### config.mk
export PLATFORM = sky130hd
export DESIGN_NAME = dgie_front
export DESIGN_NICKNAME = d
export VERILOG_FILES = /design/src/rtl/dsp_general_instruction_execute_macros.svh /design/src/rtl/dgie_pkg.sv /design/src/rtl/dgie_front.sv
export SDC_FILE = /design/constraint.sdc
export NUM_CORES = 1
export LEC_CHECK = 0
export ABC_AREA = 1
export BUFFER_PORTS_ARGS = -buffer_cell sky130_fd_sc_hd__buf_2
export CAP_MARGIN = 30
export CORE_MARGIN = 2
export CORE_UTILIZATION = 45
export CTS_CLUSTER_SIZE = 40
export DETAILED_ROUTE_END_ITERATION = 10
export PLACE_DENSITY = 0.78
export SETUP_SLACK_MARGIN = 0.02
export SYNTH_ARGS = -nofsm -noshare
export SYNTH_HDL_FRONTEND = slang
export SYNTH_SLANG_ARGS = --single-unit
export TNS_END_PERCENT = 1
### constraint.sdc
create_clock -name clk -period 3.03 [get_ports clk]
set_input_delay 0.606 -clock clk [delete_from_list [all_inputs] [get_ports clk]]
set_output_delay 0.606 -clock clk [all_outputs]
set_load 0.03 [all_outputs]
### src/rtl/dsp_general_instruction_execute_macros.svh
// Assertion macros for the DSP general instruction execute block.
// Included by the top level; no other dependencies.
`ifndef DSP_GENERAL_INSTRUCTION_EXECUTE_MACROS_SVH
`define DSP_GENERAL_INSTRUCTION_EXECUTE_MACROS_SVH

`define DGIE_ASSERT_IMPL(label, clk, rst_n, a, c) \
    label: assert property (@(posedge clk) disable iff (!rst_n) (a) |-> (c)) \
        else $error("assertion failed");

`define DGIE_ASSERT_NEXT(label, clk, rst_n, a, c) \
    label: assert property (@(posedge clk) disable iff (!rst_n) (a) |=> (c)) \
        else $error("assertion failed");

`endif

### src/rtl/dgie_pkg.sv
// Package for the DSP general instruction execute block.
// Holds the decoded instruction type, operation codes and widths; no dependencies.
package dgie_pkg;

    localparam int BANK_DEPTH_DEF = 64;
    localparam int NUM_BANKS      = 4;
    localparam int CNT_W          = 6;
    localparam int QUEUE_DEPTH    = 2;

    typedef enum logic [3:0] {
        ALU_NOP = 4'd0,
        ALU_AND = 4'd1,
        ALU_OR  = 4'd2,
        ALU_XOR = 4'd3,
        ALU_ADD = 4'd4,
        ALU_SUB = 4'd5,
        ALU_AD2 = 4'd6,
        ALU_SR  = 4'd8,
        ALU_RR  = 4'd9,
        ALU_SL  = 4'd10,
        ALU_RL  = 4'd11,
        ALU_RL8 = 4'd15
    } alu_op_t;

    localparam logic [3:0] DST_RX  = 4'd4;
    localparam logic [3:0] DST_P   = 4'd5;
    localparam logic [3:0] DST_RAO = 4'd6;
    localparam logic [3:0] DST_WAO = 4'd7;
    localparam logic [3:0] DST_LOP = 4'd10;
    localparam logic [3:0] DST_TOP = 4'd11;

    localparam logic [3:0] SRC_ALU_LO = 4'd9;
    localparam logic [3:0] SRC_ALU_HI = 4'd10;

    localparam logic [11:0] LOP_FULL = 12'hFFF;

    typedef struct packed {
        alu_op_t    alu_op;
        logic       x_mul;
        logic       x_rd;
        logic       x_ldp;
        logic       x_ldrx;
        logic [1:0] x_bank;
        logic       x_inc;
        logic       y_clr;
        logic       y_alu;
        logic       y_rd;
        logic       y_ldac;
        logic       y_ldry;
        logic [1:0] y_bank;
        logic       y_inc;
        logic       d1_en;
        logic       d1_reg;
        logic [3:0] d1_dest;
        logic [7:0] d1_field;
        logic       looped;
    } dec_inst_t;

endpackage

### src/rtl/dgie_front.sv
// Front end: decodes incoming instructions and queues them for execution.
// Depends on dgie_pkg.
module dgie_front (
    input  logic              clk,
    input  logic              rst_n,
    input  logic              in_valid,
    output logic              in_ready,
    input  logic [3:0]        operation,
    input  logic [2:0]        x_op,
    input  logic [2:0]        x_source,
    input  logic [2:0]        y_op,
    input  logic [2:0]        y_source,
    input  logic [1:0]        d1_op,
    input  logic [3:0]        d1_dest,
    input  logic [7:0]        d1_field,
    input  logic              looped,
    output logic              q_valid,
    input  logic              q_ready,
    output dgie_pkg::dec_inst_t q_data
);
    import dgie_pkg::*;

    localparam int PW = $clog2(QUEUE_DEPTH);
    localparam int CW = $clog2(QUEUE_DEPTH + 1);

    dec_inst_t          dec;
    dec_inst_t          ent_reg [QUEUE_DEPTH];
    logic [PW-1:0]      wptr_reg;
    logic [PW-1:0]      rptr_reg;
    logic [CW-1:0]      cnt_reg;
    logic               push;
    logic               pop;

    always_comb
    begin
        unique case (operation)
            ALU_AND, ALU_OR, ALU_XOR, ALU_ADD, ALU_SUB, ALU_AD2,
            ALU_SR, ALU_RR, ALU_SL, ALU_RL, ALU_RL8: dec.alu_op = alu_op_t'(operation);
            default: dec.alu_op = ALU_NOP;
        endcase
        dec.x_mul    = (x_op[1:0] == 2'd2);
        dec.x_rd     = (x_op >= 3'd3);
        dec.x_ldp    = (x_op[1:0] == 2'd3);
        dec.x_ldrx   = x_op[2];
        dec.x_bank   = x_source[1:0];
        dec.x_inc    = x_source[2];
        dec.y_clr    = (y_op[1:0] == 2'd1);
        dec.y_alu    = (y_op[1:0] == 2'd2);
        dec.y_rd     = (y_op >= 3'd3);
        dec.y_ldac   = (y_op[1:0] == 2'd3);
        dec.y_ldry   = y_op[2];
        dec.y_bank   = y_source[1:0];
        dec.y_inc    = y_source[2];
        dec.d1_en    = d1_op[0];
        dec.d1_reg   = d1_op[1];
        dec.d1_dest  = d1_dest;
        dec.d1_field = d1_field;
        dec.looped   = looped;
    end

    assign in_ready = (cnt_reg != CW'(QUEUE_DEPTH));
    assign q_valid  = (cnt_reg != '0);
    assign q_data   = ent_reg[rptr_reg];
    assign push     = in_valid && in_ready;
    assign pop      = q_valid && q_ready;

    always_ff @(posedge clk)
    begin
        if (push)
        begin
            ent_reg[wptr_reg] <= dec;
        end
    end

    always_ff @(posedge clk or negedge rst_n)
    begin
        if (!rst_n)
        begin
            wptr_reg <= '0;
            rptr_reg <= '0;
            cnt_reg  <= '0;
        end
        else
        begin
            if (push)
            begin
                wptr_reg <= PW'((32'(wptr_reg) + 1) % QUEUE_DEPTH);
            end
            if (pop)
            begin
                rptr_reg <= PW'((32'(rptr_reg) + 1) % QUEUE_DEPTH);
            end
            if (push && !pop)
            begin
                cnt_reg <= cnt_reg + CW'(1);
            end
            else if (pop && !push)
            begin
                cnt_reg <= cnt_reg - CW'(1);
            end
        end
    end

endmodule

== Word level (Yosys, flattened, before mapping) ==
Memories as Yosys holds them, arrays and structs flattened.
Index checks and enable logic that the tools add are counted.

* Add/subtract/negate cells: 4
* Magnitude comparators: 2
* Equality and inequality tests: 17
* Multiplexer cells: 5
* Reduce and logical (&&, ||, !) cells: 9

{| class="wikitable"
|+ Operators by type and width
! cell !! number
|-
| 4-bit equality test (second input constant) || 5
|-
| 4-bit by 3-bit equality test with 1-bit output (second input constant) || 3
|-
| 11-bit OR reduction || 1
|-
| 2-bit equality test (second input constant) || 4
|-
| 4-bit by 2-bit equality test with 1-bit output (second input constant) || 2
|-
| 3-bit by 2-bit greater-or-equal comparator with 1-bit output (second input constant) || 2
|-
| 4-bit by 1-bit equality test with 1-bit output (second input constant) || 1
|-
| 1-bit logical AND || 4
|-
| 2-bit two-way mux || 2
|-
| 4-bit two-way mux || 1
|-
| 2-bit nonzero test || 2
|-
| 1-bit adder (second input constant) || 2
|-
| 2-bit by 1-bit adder with 2-bit output (second input constant) || 1
|-
| 2-bit by 1-bit equality test with 1-bit output (second input constant) || 1
|-
| 1-bit logical NOT || 2
|-
| 1-bit two-way mux || 2
|-
| 2-bit != test (second input constant) || 1
|-
| 2-bit by 1-bit subtractor with 2-bit output (second input constant) || 1
|}

* Register bits after elaboration: 4
* Bits in writable memories: 68
* Output and inout port bits: 36
* Memories kept: 1

{| class="wikitable"
|+ Memory list
! memory !! words !! bits a word !! read ports !! clocked after memory_dff !! write ports !! RTL line !! RTL
|-
| ent_reg || 2 || 34 || 1 || 0 || 1 || dgie_front.sv:27 || <nowiki>dec_inst_t ent_reg [QUEUE_DEPTH];</nowiki>
|}

== Logic depth before layout (Yosys ltp) ==
Gate-level depths: netlist (run 1).

* Word-level depth: 6
* Gate-level depth with buffers: 10
* Gate-level depth less buffers: 10

== Worst setup path after synthesis (run 1) ==
No wires, ideal clock.

* Path kind: input to register
* Start point: in in_valid
* End point: mem ent_reg[0][0] (netlist bit) (enable)
* Arrival time: 2.103 ns
* Required time: 2.605 ns
* Slack: 0.502 ns
* Cell stages on the path: 2
* Path buffers: 0
* Cells stage by stage: nand2_4 > nor2_1

* Cells in the longest elaborated chain, start to end: 3

{| class="wikitable"
|+ Ends and longest elaborated chain
! item !! RTL line !! RTL
|-
| start, declared || dgie_front.sv:6 || <nowiki>input logic in_valid,</nowiki>
|-
| 1-bit logical AND || dgie_front.sv:64 || <nowiki>assign push = in_valid && in_ready;</nowiki>
|-
| 1-bit two-way mux || dgie_front.sv:69 || <nowiki>if (push)</nowiki>
|-
| 1-bit two-way mux (implied by the code) || dgie_front.sv:71 || <nowiki>ent_reg[wptr_reg] <= dec;</nowiki>
|-
| end, declared || dgie_front.sv:27 ||
|}

Every way passes these cells.

==> impl_metrics.ini, run 1 <==
[floorplan]
die_area_mm2 = 0.006949
die_x_um = 83.36
core_area_mm2 = 0.005991
die_y_um = 83.36
initial_core_util_pct = 47.31
rows = 28
io_pins = 71

[global_route]
grt_use_met3_pct = 4.672
grt_pass1_wl_um = 7790
globalRouteMet1Util_pct = 17.04
gr-usage-all-layers_pct = 14.68
gr-total-overflow = 0
grt.busiest_layer = met2
grt_start_max_net_pins = 36
antenna_found_initial = 0
grt_pass1_vias = 1686
grt.met2_usage_pct = 24.85

[layout]
antennaDiodeCount = 0
areaGrowthSynthToFinish_pct = 21.63
final_nets = 344
ff_latch_area_mm2 = 0.002142
multi_input_area_um2 = 574.3
num-fill-cells = 522
largest_reg_flops = 68
drive_gt1_share_pct = 32.27
instances_no_fill = 388

[worst_setup_path]
worstSetupPathType = register to output port
crit_required_ns = 2.42
worstReg2RegStart = cnt_reg[0]$_DFFE_PN0P_
crit_start = rptr_reg$_DFFE_PN0P_
end_kind = output port
worstPathArrival_ns = 1.67
cp-start-kind = register
cp_max_fo = 23
reg2reg_depth = 5

[clock_network]
cts_buffer_depth = 2
post-cts-setup-buffer-count = 0
cts.sinks = 72
clk_pin_slew_ns = 0.07
hold_buffers = 0
ctsResizeCount = 0
tritoncts = done
clk_latency_ns = 0.34
cts-buffers-inserted = 9
cts_root_buf = clkbuf_8
h-tree-depth = 3

[sta]
hold_viol = 0
skew_ns = 0.007773
drv_slew = 0
fmax_ghz = 0.4400
fin_tns_setup_ns = 0
tightest_slew_ns = 0.5637
period_share_pct = 75.00
setup_violations = 0
rsz0062_at_grt = false
relSlewSlack_pct = 62.33
finalCriticalPeriod_ns = 2.273

[pwr]
p_leak_nw = 1.571
peakVddDrop_mv = 0.5389
p_per_area_mw_per_mm2 = 1052

[place]
dp_cells = 372
port_buffers = 70
gp_congestion = 0.6929
dp_hpwl_um = 3218

[logic_synthesis]
yosys.area.top_type = edfxtp_1
synth_top_cell_area_share_pct = 72.05
syn-cell-area_mm2 = 0.002834
synth_cell_types = 22
yosys_warnings = 0
postSynthAreaPerCell_um2 = 12.27
yosys_register_bits = 72
netlist_instances = 231
yosysSeqAreaShare_pct = 75.58
ys_top_cells_by_area = edfxtp_1 72%, nand2_1 15%, dfrtp_1 3.5%, inv_1 1.7%, buf_6 1.6%
synth_fp_nets = 267

[drt]
drt_iter0_drc = 91
vias = 1748
drt-total-wl_um = 4689
ant_nets = 0
vias_per_cell = 4.505
drc = 0
wl_per_cell_um = 12.09
first_pass_iters = 5

[flow_run]
max_cap_violations = 0

[worst_hold_path]
hold_class = input pin to async pin

[outcome]
status = complete, no violations
-- kinds of logic after synthesis --
| family | count (synthesis) | share of synthesized area, % |
|---|---|---|
| compound gates | 2 | 0.3529 |
| xor+xnor | 2 | 0.6182 |
| fa+ha+maj | 1 | 0.4414 |
| buf+inv | 24 | 4.592 |
| flops | 72 | 75.59 |
| simple gates | 130 | 18.41 |
-- cell type report --
cell class / count / area share, %
Tap cell: 75 / 2.722
Inverter: 17 / 1.960
Clock buffer: 10 / 3.993
Sequential cell: 72 / 62.14
Timing Repair Buffer: 73 / 10.82
Multi-Input combinational cell: 135 / 16.66
Clock inverter: 6 / 1.706
-- metrics by stage --
step / worst slack [ns] / hold WS, ns / utilization [%] / power [mW] / cell area (um^2)
2_1_floorplan: 0.5019 / 0.3104 / - / 2.566 / 2834
3_3_place_gp: 1.101 / 0.4197 / 54.26 / 2.922 / 3251
3_5_place_dp: 1.077 / 0.4214 / 54.26 / 2.944 / 3251
4_1_cts: 0.7203 / 0.04734 / 57.54 / 3.677 / 3447
5_1_grt: 0.6216 / 0.05249 / 57.54 / 3.840 / 3447
6_report: 0.7575 / 0.05801 / 57.54 / 3.627 / 3447
-- per-layer routing --
metal	part of all wire [%]	up-vias	wire, um
met5	0	-	0
li1	-	907	-
met1	41	783	1941
met4	2.0	0	92
met3	6.2	8	291
met2	50	50	2363
-- Yosys cell counts --
cell type,instances
nand2_2,2
or2_2,2
nand2_4,2
inv_2,2
nor2_1,6
buf_6,4
dfrtp_1,4
nand3_1,3
nand4_1,1
nand2_1,113
o21ai_0,1
buf_4,1
clkinv_2,1
nor2_2,1
edfxtp_1,68
xnor2_1,1
a21oi_1,1
buf_2,2
inv_1,13
ha_1,1
inv_4,1
xor2_1,1
-- critical path: stages, from the launching register on --
cell,delay [ns]
dfrtp_1,0.62
buf_4,0.34
nand2_1,0.08
nand2_1,0.09
buf_2,0.20
-- layout by cell type, fill, tap and decap left out --
master / Yosys / routed
nor2_1: 6 / 5
nand2_4: 2 / 2
inv_4: 1 / 1
buf_2: 2 / 70
edfxtp_1: 68 / 68
clkbuf_8: 0 / 10
o21ai_0: 1 / 1
inv_1: 13 / 13
nand2_1: 113 / 113
xor2_1: 1 / 1
dfrtp_1: 4 / 4
bufinv_16: 0 / 1
nand2_2: 2 / 2
a21oi_1: 1 / 1
inv_2: 2 / 2
buf_4: 1 / 3
nor2_4: 0 / 2
nand3_1: 3 / 3
clkinv_4: 0 / 1
clkinv_2: 1 / 5
or2_2: 2 / 2
xnor2_1: 1 / 1
nand4_1: 1 / 1
ha_1: 1 / 1
-- final timing paths --
path	endpoint	slack, ns
setup / recovery	q_data[14]	0.76
hold / removal	cnt_reg[0]$_DFFE_PN0P_	0.06
setup reg to reg	ent_reg[1][10]$_DFFE_PP_	1.27
hold reg to reg	cnt_reg[0]$_DFFE_PN0P_	0.55
max in group asynchronous	wptr_reg$_DFFE_PN0P_	2.85
min in group clk	ent_reg[1][24]$_DFFE_PP_	0.45
-- power breakdown --
| part | internal [mW] | switching [mW] | leakage, nW | total (mW) |
|---|---|---|---|---|
| clock | 0.398 | 0.332 | 0.106 | 0.730 |
| sequential | 1.36 | 0.0943 | 0.682 | 1.46 |
| combinational | 0.370 | 1.07 | 0.783 | 1.44 |
No activity file was read; power rests on OpenSTA's default activity.
==> inputs of run 2 (changes only) <==
==> constraint.sdc (replaced) <==
create_clock -name clk -period 2.1 [get_ports clk]
set_input_delay 0.42 -clock clk [delete_from_list [all_inputs] [get_ports clk]]
set_output_delay 0.42 -clock clk [all_outputs]
set_load 0.03 [all_outputs]
==> run 2 against run 1 <==
Clock power up 37%. Die area unchanged. Wire length down 1.9%. Critical endpoint is now q_data[6].
==> impl_metrics.ini, run 2 (synthesized netlist as in run 1, its figures left out) <==
[place]
gp_congestion = 0.7118
port_buffers = 70
dp_cells = 374
dp_hpwl_um = 3084

[worst_setup_path]
cp_max_fo = 17
critPathBufInv = 2
crit_chain = buf_4, nand2_1, nand2_1, buf_2
cp_slowest_cell = dfrtp_1
cp_top_family = flip-flops
worstSetupPathType = register to output port
cp-start-kind = register
cp_slowest_stage_delay_ns = 0.55
end_kind = output port
path_common_cell = nand2_1
crit_required_ns = 1.68
worstPathArrival_ns = 1.52

[sta]
setup_violations = 0
finalCriticalPeriod_ns = 1.941
hold_viol = 0
drv_slew = 0
fmax_ghz = 0.5151
skew_ns = 0.004728
relSlewSlack_pct = 76.36
hold_slack_ns = 0.2736
fin_tns_setup_ns = 0
period_share_pct = 92.45
rsz0062_at_grt = false
tightest_slew_ns = 0.3546

[global_route]
gr-usage-all-layers_pct = 14.59
antenna_found_initial = 0
grt_pass1_vias = 1711
gr-total-overflow = 0
grt_pass1_wl_um = 7728
grt_start_max_net_pins = 36

[pwr]
p_leak_nw = 1.577
peakVddDrop_mv = 0.7906
power_frac_seq_pct = 40.1
power.total_mw = 5.216
p_sw_share_pct = 40.88
clkPwrFrac_pct = 19.2
p_per_area_mw_per_mm2 = 1503
intPower_mw = 3.084
p_sw_mw = 2.132
comb_power_share_pct = 40.7

[floorplan]
die_y_um = 83.36
rows = 28
io_pins = 71
die_x_um = 83.36
initial_core_util_pct = 47.31
die_area_mm2 = 0.006949
core_area_mm2 = 0.005991

[layout]
areaGrowthSynthToFinish_pct = 22.47
antennaDiodeCount = 0
final_nets = 347
instances_no_fill = 391
multi_input_area_um2 = 574.3
final_common_cell = nand2_1
largest_reg_flops = 68
utilization_pct = 57.94
final_cell_mix = 113 x nand2_1, 70 x buf_2, 68 x edfxtp_1
drive_gt1_share_pct = 31.65
num-fill-cells = 529
ff_latch_area_mm2 = 0.002142

[drt]
drt_iter0_drc = 82
vias = 1754
wl_per_cell_um = 11.77
drt-total-wl_um = 4602
drc = 0
vias_per_cell = 4.486
first_pass_iters = 4
ant_nets = 0

[clock_network]
tritoncts = done
cts_buffer_depth = 2
clk_latency_ns = 0.33
post-cts-setup-buffer-count = 0
clk_pin_slew_ns = 0.07
cts-buffers-inserted = 9
cts.sinks = 72
h-tree-depth = 3
cts_root_buf = clkbuf_8

[flow_run]
max_cap_violations = 0

[outcome]
status = complete, no violations

[worst_hold_path]
hold_class = input pin to register
run 2: changes by cell type in the layout (fill, tap and decap cells not counted):
cell,previous run,this run
clkbuf_1,0,3
buf_12,0,1
buf_4,3,4
clkbuf_8,10,9
clkinv_2,5,4
clkinv_4,1,0
dlygate4sd3_1,0,1
inv_4,1,0
inv_6,0,1
run 2: layer usage:
metal / vias up / GRT usage, % / part of all wire [%]
met1: 779 / 17.80 / 43
met3: 9 / 4.274 / 5.6
li1: 912 / - / -
met4: 0 / 7.750 / 2.0
met5: - / 0 / 0
met2: 54 / 23.46 / 49
run 2: repair_timing:
| action | in CTS | in global routing |
|---|---|---|
| hold buffers | 1 | 0 |
| hold endpoints to repair | 4 | 0 |
| gates resized for setup | 0 | 1 |
| endpoints found under the setup margin | 0 | 15 |
run 2: per-stage QoR:
step           setup WS [ns]  cell area [um^2]
3_5_place_dp          0.4939              3278
3_3_place_gp          0.5136              3278
4_1_cts               0.1238              3468
6_report              0.1586              3471
5_1_grt              0.02510              3471
2_1_floorplan         0.1506              2836
run 2: worst paths after layout:
kind | startpoint | to | slack [ns] | cells after the start
worst max-delay path | rptr_reg$_DFFE_PN0P_ | q_data[6] | 0.16 | 4
worst max register to register | cnt_reg[0]$_DFFE_PN0P_ | ent_reg[1][25]$_DFFE_PP_ | 0.66 | 5
worst min-delay path | y_source[2] | ent_reg[1][15]$_DFFE_PP_ | 0.27 | 1
min in group asynchronous | rst_n | wptr_reg$_DFFE_PN0P_ | 0.42 | 2
max in group asynchronous | rst_n | cnt_reg[0]$_DFFE_PN0P_ | 1.56 | 2
worst min register to register | cnt_reg[0]$_DFFE_PN0P_ | cnt_reg[0]$_DFFE_PN0P_ | 0.52 | 1
run 2: power by group through the flow:
stage	sequential, mW	combinational [mW]	clock (mW)
floorplan	2.08	1.62	0
global placement	2.11	2.14	0
detailed placement	2.12	2.15	0
CTS	2.09	2.16	1.04
global route	2.13	2.33	1.10
finish	2.09	2.12	1.00
run 2: area by class of cell:
class	count	area share, %
timing repair buffer	76	11.82
inverter	17	2.019
clock inverter	4	1.298
tap	75	2.704
sequential	72	61.72
clock buffer	12	3.893
multi-input combinational	135	16.55
==> inputs of run 3 (changes only) <==
--- a/config.mk
+++ b/config.mk
@@ -5,11 +5,11 @@
 export SDC_FILE = /design/constraint.sdc
 export NUM_CORES = 1
 export LEC_CHECK = 0
-export ABC_AREA = 1
 export BUFFER_PORTS_ARGS = -buffer_cell sky130_fd_sc_hd__buf_2
 export CAP_MARGIN = 30
 export CORE_MARGIN = 2
 export CORE_UTILIZATION = 45
+export CTS_CLUSTER_DIAMETER = 40
 export CTS_CLUSTER_SIZE = 40
 export DETAILED_ROUTE_END_ITERATION = 10
 export PLACE_DENSITY = 0.78
==> run 3 against run 2 <==
Fmax increased by 3.5%. Largest power group unchanged. Hold slack gained 0.00054 ns. Sequential power about the same. Synthesized cell count decreased by 40%. Power fell by 3.0%. First-iteration DRC count shrank 32%. Highest routed layer is now met5. Clock skew rose by 0.0011 ns. Register-to-register slack worse by 0.08 ns. Critical endpoint is now q_data[32]. Wire length decreased by 9.0%.
==> impl_metrics.ini, run 3 <==
[sta]
fmax_ghz = 0.5330
hold_viol = 0
relSlewSlack_pct = 82.48
fin_tns_setup_ns = 0
rsz0062_at_grt = false
tightest_slew_ns = 0.2628
period_share_pct = 89.35
drv_slew = 0
finalCriticalPeriod_ns = 1.876
setup_violations = 0
skew_ns = 0.005845

[worst_setup_path]
worstPathArrival_ns = 1.46
cp-start-kind = register
crit_chain = buf_4, mux2_2, buf_2
worstSetupPathType = register to output port
cp_slowest_stage_delay_ns = 0.39
end_kind = output port
reg2reg_depth = 7
crit_required_ns = 1.68
r2r_slack_ns = 0.58
r2r_end = cnt_reg[1]$_DFFE_PN0P_
cp_slowest_cell = dfrtp_2
cp_max_fo = 9
worstReg2RegStart = cnt_reg[0]$_DFFE_PN0P_

[clock_network]
cts_buffer_depth = 2
h-tree-depth = 3
clk_latency_ns = 0.33
tritoncts = done
cts_root_buf = clkbuf_8
ctsResizeCount = 0
cts.sinks = 72
cts-buffers-inserted = 9
clk_pin_slew_ns = 0.07

[floorplan]
core_area_mm2 = 0.006277
die_x_um = 84.30
io_pins = 71
die_y_um = 84.30
rows = 29
initial_core_util_pct = 46.22
die_area_mm2 = 0.007106

[worst_hold_path]
hold_end = ent_reg[1][14]$_DFFE_PP_
hold_class = input pin to register
hold_start = d1_op[0]
min_path_cells = 1

[logic_synthesis]
yosys_warnings = 0
synth_edf_count = 68
synth_cell_types = 19
synth_fp_nets = 175
synthFlopType = edfxtp_1
synthArstFlopShare_pct = 5.556
ys_top_cells_by_count = 68 x edfxtp_1, 29 x mux2_4, 5 x mux2_2, 5 x xor2_1, 4 x dfrtp_1
synth_top_cell_area_share_pct = 70.38
postSynthAreaPerCell_um2 = 20.87
yosys_register_bits = 72
syn-cell-area_mm2 = 0.002902
netlist_instances = 139
ys_top_cells_by_area = edfxtp_1 70%, mux2_4 15%, dfrtp_1 3.4%, buf_12 2.1%, mux2_2 1.9%
yosys.area.top_type = edfxtp_1
yosysSeqAreaShare_pct = 73.82
yosysMostFrequentCell = edfxtp_1

[drt]
drt-total-wl_um = 4187
drc = 0
drt_iter0_drc = 56
ant_nets = 0
first_pass_iters = 4
vias_per_cell = 4.707
vias = 1431
wl_per_cell_um = 13.77

[layout]
final_common_cell = buf_2
final_cell_mix = 70 x buf_2, 68 x edfxtp_1, 29 x mux2_4
fin_area_mm2 = 0.003507
num-fill-cells = 513
instances_no_fill = 304
drive_gt1_share_pct = 55.95
areaGrowthSynthToFinish_pct = 20.87
antennaDiodeCount = 0
largest_reg_flops = 68
final_nets = 259

[place]
port_buffers = 70
place_area_mm2 = 0.003344
gp_congestion = 0.6844
dp_cells = 288
dp_hpwl_um = 2890

[global_route]
grt_pass1_vias = 1461
antenna_found_initial = 1
gr-usage-all-layers_pct = 13.08
grt_start_max_net_pins = 27
gr-total-overflow = 0
grt_pass1_wl_um = 6900

[pwr]
peakVddDrop_mv = 1.008
p_per_area_mw_per_mm2 = 1443
p_leak_nw = 1.421
power.total_mw = 5.060

[outcome]
status = complete, no violations

[flow_run]
max_cap_violations = 0
run 3: changes by cell type in the layout (fill, tap and decap cells not counted), moves of 4 or more:
cell / change
nand2_1: -110
mux2_4: +29
inv_1: -12
mux2_2: +5
nor2_1: -4
xor2_1: +4
run 3: what timing repair did:
| action | 4_1_cts | 5_1_grt |
|---|---|---|
| setup buffers | 0 | 0 |
| endpoints found under the setup margin | 0 | 0 |
| hold endpoints to repair | 4 | 0 |
| hold buffers | 1 | 0 |
run 3: worst max-delay path, delay by kind of cell (launching register included):
| family | cells | cell delay (ns) |
|---|---|---|
| muxes | 1 | 0.37 |
| DFF | 1 | 0.39 |
| buffers and inverters | 2 | 0.38 |
run 3: layer usage:
metal / wire, um / vias to the layer above / GRT usage [%]
met2: 2038 / 47 / 19.77
met5: 17 / - / 0
met1: 1814 / 676 / 16.35
met4: 67 / 2 / 8.358
li1: - / 698 / -
met3: 249 / 8 / 4.130
run 3: area by class of cell:
cell class              count  area [um^2]  area share (%)
clock buffers              10        127.6           3.639
multi-input cells          62        693.2           19.76
clock inverters             5        25.02          0.7135
well taps                  77        96.34           2.747
inverters                   1        3.754          0.1070
repair buffers             77        417.9           11.92
flip-flops and latches     72         2143           61.11
run 3: worst max-delay path by stage:
stage | startpoint | to | slack (ns) | cells after the start
6_report | rptr_reg$_DFFE_PN0P_ | q_data[32] | 0.22 | 3
5_1_grt | rptr_reg$_DFFE_PN0P_ | q_data[32] | 0.16 | 3
4_1_cts | rptr_reg$_DFFE_PN0P_ | q_data[32] | 0.19 | 3
3_5_place_dp | rptr_reg$_DFFE_PN0P_ | q_data[32] | 0.56 | 3
3_3_place_gp | rptr_reg$_DFFE_PN0P_ | q_data[32] | 0.57 | 3
2_1_floorplan | cnt_reg[0]$_DFFE_PN0P_ | ent_reg[1][0]$_DFFE_PP_ | 0.05 | 2
run 3: through the flow:
step	setup WS [ns]	utilization [%]	hold WS, ns
final	0.2237	55.87	0.2742
after global placement	0.5715	53.28	0.2296
after detailed placement	0.5640	53.28	0.2284
after global routing	0.1589	55.87	0.2548
after CTS	0.1928	55.87	0.2497
after floorplan	0.04812	-	0.1244
run 3: logic make-up (layout without fill, tap and decap cells):
| logic type | after synthesis | after routing | share of synthesized area, % |
|---|---|---|---|
| muxes | 34 | 34 | 16.95 |
| AOI/OAI and AO/OA | 3 | 3 | 0.7761 |
| DFF | 72 | 72 | 73.83 |
| and+or+nand+nor | 16 | 16 | 3.019 |
| xor gates and xnor gates | 8 | 8 | 2.415 |
| adders and majority gates | 1 | 1 | 0.4312 |
| buffers and inverters | 5 | 93 | 2.587 |
run 3: power breakdown:
part | leakage [nW] | total (mW) | switching (mW) | internal (mW)
registers | 0.680 | 2.08 | 0.104 | 1.97
clock network | 0.0770 | 0.859 | 0.450 | 0.409
logic | 0.664 | 2.12 | 1.26 | 0.861
total | 1.42 | 5.06 | 1.81 | 3.25
